## src/rtl/core/cau_pkg.sv

```systemverilog
// Shared widths, codes, types and the saturation helper of the complex arithmetic unit.
package cau_pkg;

  localparam int WORD_BITS = 32;
  localparam int FRAC_BITS = 16;

  // Product, sum, divisor, quotient, numerator and compare widths.
  localparam int PW  = 2 * WORD_BITS;
  localparam int SW  = PW + 1;
  localparam int DW  = PW;
  localparam int QW  = WORD_BITS + 1;
  localparam int NW  = SW + FRAC_BITS;
  localparam int DSW = DW + QW - 1;
  localparam int CW  = (NW > DSW) ? NW : DSW;

  typedef logic [2:0] func_t;
  localparam func_t FN_ADD = 3'd0;
  localparam func_t FN_SUB = 3'd1;
  localparam func_t FN_MUL = 3'd2;
  localparam func_t FN_DIV = 3'd3;
  localparam func_t FN_EQ  = 3'd4;
  localparam func_t FN_NE  = 3'd5;

  typedef enum logic [1:0] {
    ST_OK  = 2'd0,
    ST_DZ  = 2'd1,
    ST_SAT = 2'd2
  } status_t;

  typedef struct packed {
    logic [WORD_BITS-1:0] re;
    logic [WORD_BITS-1:0] im;
    logic                 truth;
    status_t              status;
  } res_t;

  typedef struct packed {
    logic is_div;
    logic neg_re;
    logic neg_im;
    logic big_re;
    logic big_im;
  } dflag_t;

  typedef struct packed {
    logic           valid;
    res_t           res;
    dflag_t         flg;
    logic [DSW-1:0] dsh;
    logic [CW-1:0]  rem_re;
    logic [CW-1:0]  rem_im;
    logic [QW-1:0]  quo_re;
    logic [QW-1:0]  quo_im;
  } dstage_t;

  typedef struct packed {
    logic                 sat;
    logic [WORD_BITS-1:0] word;
  } wsat_t;

  // Clamp a sign-magnitude value into a signed word.
  function automatic wsat_t sat_mag(input logic neg, input logic [CW-1:0] mag);
    logic [CW-1:0] lim;
    logic [CW-1:0] m;
    logic [CW-1:0] t;
    wsat_t         r;
    lim = CW'(1) << (WORD_BITS - 1);
    if (neg) begin
      r.sat = (mag > lim);
      m     = r.sat ? lim : mag;
      t     = '0 - m;
    end else begin
      r.sat = (mag > (lim - CW'(1)));
      m     = r.sat ? (lim - CW'(1)) : mag;
      t     = m;
    end
    r.word = t[WORD_BITS-1:0];
    return r;
  endfunction

endpackage

```

## src/rtl/core/cau_div_step.sv

```systemverilog
// One restoring-division stage: resolves one quotient bit for both parts.
module cau_div_step
  import cau_pkg::*;
(
  input  logic    clk,
  input  logic    rst_n,
  input  logic    en,
  input  dstage_t d_in,
  output dstage_t d_out
);

  dstage_t       st_nxt;
  dstage_t       pay_r;
  logic          valid_r;
  logic [CW-1:0] dsh_ext;
  logic          ge_re;
  logic          ge_im;

  always_comb begin
    dsh_ext       = CW'(d_in.dsh);
    ge_re         = (d_in.rem_re >= dsh_ext);
    ge_im         = (d_in.rem_im >= dsh_ext);
    st_nxt        = d_in;
    st_nxt.rem_re = ge_re ? (d_in.rem_re - dsh_ext) : d_in.rem_re;
    st_nxt.rem_im = ge_im ? (d_in.rem_im - dsh_ext) : d_in.rem_im;
    st_nxt.quo_re = {d_in.quo_re[QW-2:0], ge_re};
    st_nxt.quo_im = {d_in.quo_im[QW-2:0], ge_im};
    st_nxt.dsh    = d_in.dsh >> 1;
  end

  always_ff @(posedge clk) begin
    if (!rst_n) begin
      valid_r <= 1'b0;
    end else if (en) begin
      valid_r <= d_in.valid;
    end
  end

  always_ff @(posedge clk) begin
    if (en) begin
      pay_r <= st_nxt;
    end
  end

  always_comb begin
    d_out       = pay_r;
    d_out.valid = valid_r;
  end

endmodule

```

## config.mk

```make
export PLATFORM = sky130hd
export DESIGN_NAME = cau_div_step
export DESIGN_NICKNAME = d
export VERILOG_FILES = /design/src/rtl/core/cau_pkg.sv /design/src/rtl/core/cau_div_step.sv
export SDC_FILE = /design/constraint.sdc
export NUM_CORES = 1
export LEC_CHECK = 0
export BUFFER_PORTS_ARGS = -buffer_cell sky130_fd_sc_hd__buf_2
export CELL_PAD_IN_SITES_DETAIL_PLACEMENT = 2
export CELL_PAD_IN_SITES_GLOBAL_PLACEMENT = 2
export CORE_AREA = 2 2 329 331
export DETAILED_ROUTE_END_ITERATION = 16
export DIE_AREA = 0 0 331 333
export GPL_ROUTABILITY_DRIVEN = 1
export PLACE_DENSITY_LB_ADDON = 0.1
export SLEW_MARGIN = 20
export SYNTH_ARGS = -nofsm -noshare
export SYNTH_HDL_FRONTEND = slang
export SYNTH_SLANG_ARGS = --single-unit
```

## constraint.sdc

```tcl
create_clock -name clk -period 4.6 [get_ports clk]
set_input_delay 0.23 -clock clk [delete_from_list [all_inputs] [get_ports clk]]
set_output_delay 0.23 -clock clk [all_outputs]
set_load 0.02 [all_outputs]
```

==> flow_summary.ini, run 1 <==
[yosys]
yosys_most_used_dff = edfxtp_1
post-synth-top-count-cell = edfxtp_1
synth_area_um2 = 27500
synth_async_sr_flop_share = 0
avgSynthCellArea_um2 = 9.70
synth.top_cell.area_share = 0.464
syn_nets = 3462
synthTopCellsByCount = 425 x edfxtp_1, 313 x a21oi_1, 309 x nand2_1
synth_largest_area_cell = edfxtp_1
ys_seq_area_frac = 0.464
ys_warn_count = 0
synth.distinct_cells = 87
synth_edf_count = 425
synth_area_leaders = edfxtp_1 46%, ha_1 8.7%, a21oi_1 5.7%
ys_ff_latch = 426
synthCells = 2838

[placed_design]
placed_area_um2 = 33700
port_buffers = 853
gp_congestion = 0.888
hpwl_mm = 114

[pwr]
p_int_mw = 9.01
power.switching_mw = 4.91
power_frac_seq = 0.357
combPwrFrac = 0.312
switching_share = 0.353
ir_worst_vdd_mv = 0.296
p_leak_nw = 17.2
power.total_mw = 13.9
power-per-cell-area_nw_per_um2 = 350
power.share.clock = 0.332

[detailed_routing]
wl_per_cell_um = 25.9
drt_iter0_drc = 1296
drt_wl_total_mm = 144
vias = 27691
antenna_left = 0
routed_via_density = 4.96
drtPass1Iterations = 5
drc = 0

[die]
die_area_um2 = 110000
start_util = 0.258
ioPinCount = 857
dieWidth_um = 331
core_um2 = 107000
die_h_um = 333
row_count = 120

[run_status]
status = completed

[grt]
grt-ovfl-total = 0
grt_first_pass_wirelength_mm = 209
grt_usage = 0.254
grt_pass1_vias = 30839
antenna_found_initial = 20
grt_max_degree = 98

[worst_hold_path]
min-delay-start = d_in[174]
hp-class = input pin to register

[sta]
finalMaxSlewViolations = 0
fin_crit_sh = 0.947
slew_headroom = 0.432
max_freq_ghz = 0.230
hold_ws_ns = 0.0176
finalSetupTns_ns = 0
finalSetupViolations = 0
fin_crit_ns = 4.35
finalHoldViolations = 0
skew_ns = 0
worst_pin_slew_ns = 0.843

[layout]
multi_input_area_um2 = 13400
fill_cells = 11828
final_util = 0.373
area_growth_pct = 44.5
drive_gt1_frac = 0.262
fin_area_um2 = 39800
regArea_um2 = 12800
nNetsFinal = 4744

[setup_path]
r2r-start = valid_r
cp_data_required_time_ns = 5.04
cp_max_fo = 4
startpoint_type = input pin
reg2reg_slack_ns = 3.43
arrival_ns = 4.79
critPathKind = input pin to register
startpoint = d_in[259]
critPathCaptureType = register

[clock_tree]
postCtsSetupBuffers = 0
htree_num_levels = 2
cts_max_path_buffers = 3
root_buffer = clkbuf_16
path_clk_slew_ns = 0.06
cts_inserted_buffers = 55
cts_tree = done
worstSkewPairLatency_ns = 0.68
clock-sinks = 426

[job]
maxCapViolCount = 0
[power by group through the flow]
stage          Combinational, mW  Clock [mW]  Sequential, mW
2_1_floorplan               1.77           0            5.54
3_3_place_gp                3.95           0            5.01
3_5_place_dp                4.01           0            5.03
4_1_cts                     4.34        4.72            4.95
5_1_grt                     4.69        4.87            5.00
6_report                    4.34        4.62            4.96
[worst max-delay path: stages]
cell	delay (ns)
dlygate4sd3_1	0.53
buf_2	0.17
inv_1	0.08
ha_1	0.29
nor2b_1	0.16
o31a_1	0.28
o31ai_1	0.52
buf_4	0.22
nand3_1	0.09
o21ai_1	0.38
a211oi_1	0.26
o21ai_1	0.50
a211oi_1	0.16
buf_4	0.18
o2111a_1	0.25
o31a_1	0.28
o31ai_1	0.21
[stage by stage]
step | worst slack, ns | cells
after floorplan | 1.36 | 2838
after global placement | 0.0138 | 5059
after detailed placement | -0.0322 | 5059
after CTS | 0.0559 | 5570
after global routing | -0.00408 | 5581
final | 0.246 | 5585
[layer usage]
| metal | vias to the layer above | routed length, µm | share of wire | GRT usage |
|---|---|---|---|---|
| met5 | - | 56 | 0.00039 | 0.00222 |
| met4 | 6 | 4130 | 0.029 | 0.0770 |
| met3 | 142 | 6950 | 0.048 | 0.0414 |
| met2 | 683 | 74800 | 0.52 | 0.467 |
| met1 | 13815 | 58600 | 0.41 | 0.297 |
| li1 | 13045 | - | - | - |
[worst paths after layout]
path                end  depth (start not counted)
max reg2reg     valid_r                          3
min          d_out[174]                          3
max          d_out[257]                         17
min reg2reg     valid_r                          3
[registers in the layout, indices dropped and copies added, names as in the netlist]
register	flops
d_out	425
valid_r	1
[placed cells by master, fill, tap and decap left out, types with 56 or more instances in the layout]
master	instances
buf_2	852
edfxtp_1	425
dlygate4sd3_1	407
a21oi_1	313
nand2_1	309
o21ai_0	240
nor2_1	219
ha_1	192
inv_1	157
a21o_1	105
buf_4	100
xnor2_1	98
nand4_1	84
xor2_1	67
o21bai_1	56
[area by class of cell]
type	instances	share of cell area
Timing Repair Buffer	1369	0.233
Sequential cell	426	0.321
Multi-Input combinational cell	2109	0.338
Antenna cell	15	0.000944
Inverter	159	0.0151
Tap cell	1403	0.0441
Clock inverter	41	0.0117
Clock buffer	63	0.0356
[repair_timing]
action,in CTS,in global routing
resized for setup,0,5
endpoints found under the setup margin,0,96
endpoints found under the hold margin,406,0
hold buffers,407,0
[logic make-up after synthesis]
logic type	after synthesis	share of synthesized area
muxes	6	0.00232
buffers and inverters	303	0.0495
AOI/OAI and AO/OA	926	0.206
DFF	426	0.464
and+or+nand+nor	817	0.137
xor gates and xnor gates	165	0.0525
adders and majority gates	194	0.0887
other	1	0.000136
No activity file was read; power rests on OpenSTA's default activity.
==> inputs of run 2 (changes only) <==
--- a/config.mk
+++ b/config.mk
@@ -8,9 +8,9 @@
 export BUFFER_PORTS_ARGS = -buffer_cell sky130_fd_sc_hd__buf_2
 export CELL_PAD_IN_SITES_DETAIL_PLACEMENT = 2
 export CELL_PAD_IN_SITES_GLOBAL_PLACEMENT = 2
-export CORE_AREA = 2 2 329 331
+export CORE_AREA = 2 2 336 338
 export DETAILED_ROUTE_END_ITERATION = 16
-export DIE_AREA = 0 0 331 333
+export DIE_AREA = 0 0 338 340
 export GPL_ROUTABILITY_DRIVEN = 1
 export PLACE_DENSITY_LB_ADDON = 0.1
 export SLEW_MARGIN = 20
==> constraint.sdc (replaced) <==
create_clock -name clk -period 3.8 [get_ports clk]
set_input_delay 0.19 -clock clk [delete_from_list [all_inputs] [get_ports clk]]
set_output_delay 0.19 -clock clk [all_outputs]
set_load 0.02 [all_outputs]
==> flow_summary.ini, run 2 (synthesis results as in run 1) <==
[run_status]
status = completed

[clock_tree]
cts_inserted_buffers = 54
clock-sinks = 426
worstSkewPairLatency_ns = 0.65
cts_tree = done
htree_num_levels = 2
cts_max_path_buffers = 3
path_clk_slew_ns = 0.06
root_buffer = clkbuf_16

[grt]
grt-ovfl-total = 0
antenna_found_initial = 20
grt_usage = 0.269
grt_pass1_vias = 33213
grt_max_degree = 73
grt_first_pass_wirelength_mm = 230

[die]
start_util = 0.247
ioPinCount = 857
row_count = 123
die_h_um = 340
dieWidth_um = 338
core_um2 = 112000
die_area_um2 = 115000

[worst_hold_path]
hp-class = input pin to register
min-delay-start = d_in[174]

[layout]
regArea_um2 = 12800
drive_gt1_frac = 0.333
area_growth_pct = 57.3
nNetsFinal = 5167
largest_register_ffs = 425
fill_cells = 12300
final_cell_mix = 851 x buf_2, 506 x buf_4, 425 x edfxtp_1, 414 x dlygate4sd3_1
final_common_cell = buf_2
multi_input_area_um2 = 13600
stdcell_count = 6098

[sta]
slew_headroom = 0.369
finalSetupViolations = 0
fin_crit_ns = 3.76
worst_pin_slew_ns = 0.946
finalMaxSlewViolations = 0
fin_crit_sh = 0.989
hold_ws_ns = 0.0542
fin_ws_ns = 0.0425
finalHoldViolations = 0
skew_ns = 0
max_freq_ghz = 0.266

[detailed_routing]
wl_per_cell_um = 26.3
vias = 29519
drtPass1Iterations = 5
antenna_left = 0
drt_iter0_drc = 1315
drt_wl_total_mm = 160
drc = 0
routed_via_density = 4.84

[setup_path]
cp_max_fo = 3
critPathCaptureType = register
startpoint = d_in[108]
startpoint_type = input pin
r2r-start = valid_r
critPathKind = input pin to register
arrival_ns = 4.21
cp_data_required_time_ns = 4.25

[pwr]
p_leak_nw = 19.2
ir_worst_vdd_mv = 0.314
power-per-cell-area_nw_per_um2 = 404
power.total_mw = 17.5

[placed_design]
gp_congestion = 0.873
dp.cells = 5566
hpwl_mm = 125
port_buffers = 853
dp_worst_setup_slack_ns = -1.17

[job]
maxCapViolCount = 0
run 2: changes by cell type in the layout (fill, tap and decap cells not counted), sizes merged:
| cell | delta |
|---|---|
| buf | +415 |
| diode | -3 |
| inv | -2 |
| clkinvlp | -2 |
| clkbuf | -1 |
| clkinv | +2 |
| dlygate4sd3 | +7 |
run 2: cell type report:
| type | count | area share |
|---|---|---|
| Clock buffer | 60 | 0.0317 |
| Sequential cell | 426 | 0.295 |
| Multi-Input combinational cell | 2109 | 0.314 |
| Timing Repair Buffer | 1793 | 0.292 |
| Tap cell | 1500 | 0.0433 |
| Inverter | 159 | 0.0138 |
| Clock inverter | 39 | 0.00982 |
| Antenna cell | 12 | 0.000693 |
run 2: stage by stage:
| step | TNS [ns] | util | cell area [µm²] |
|---|---|---|---|
| after global placement | -105.03 | 0.332 | 37000 |
| after floorplan | 0 | - | 27500 |
| final | 0 | 0.388 | 43300 |
| after global routing | -0.490 | 0.388 | 43300 |
| after CTS | 0 | 0.385 | 43000 |
| after detailed placement | -117.55 | 0.332 | 37000 |
run 2: path summary, 6_finish.rpt:
kind,to,slack (ns),depth (start not counted)
worst max-delay path,d_out[152],0.04,14
worst min-delay path,d_out[174],0.05,3
worst max register to register,valid_r,2.65,3
worst min register to register,valid_r,1.08,3
run 2: what timing repair did:
item                                   4_1_cts  5_1_grt
gates cloned                                 0        2
setup buffers                                0        6
gates resized for setup                      7       38
pin swaps                                    1       13
endpoints found under the hold margin      412        0
hold buffers                               414        0
setup endpoints to repair                  101      110
run 2: worst max-delay path, cell delays in order:
cell and delay, ns:
dlygate4sd3_1 0.55, buf_2 0.15, ha_1 0.32, nand4_2 0.17, or3_4 0.38, or4_4 0.55
or3_1 0.33, a211oi_2 0.19, buf_4 0.20, o211ai_4 0.15, a21oi_1 0.39, a21boi_0 0.19
xor2_1 0.17, o21ai_0 0.25
run 2: power breakdown:
part	internal, mW	switching (mW)	total [mW]	leakage (nW)
logic	2.40	3.60	6.00	14.2
registers	5.82	0.231	6.05	4.17
clock network	3.10	2.36	5.45	0.871
run 2: routing by layer:
metal / vias up / GRT usage / wire length (µm)
met1: 14777 / 0.304 / 63200
met3: 192 / 0.0367 / 6460
met2: 673 / 0.514 / 85000
li1: 13867 / - / -
met5: - / 0 / 56
met4: 10 / 0.0850 / 5530
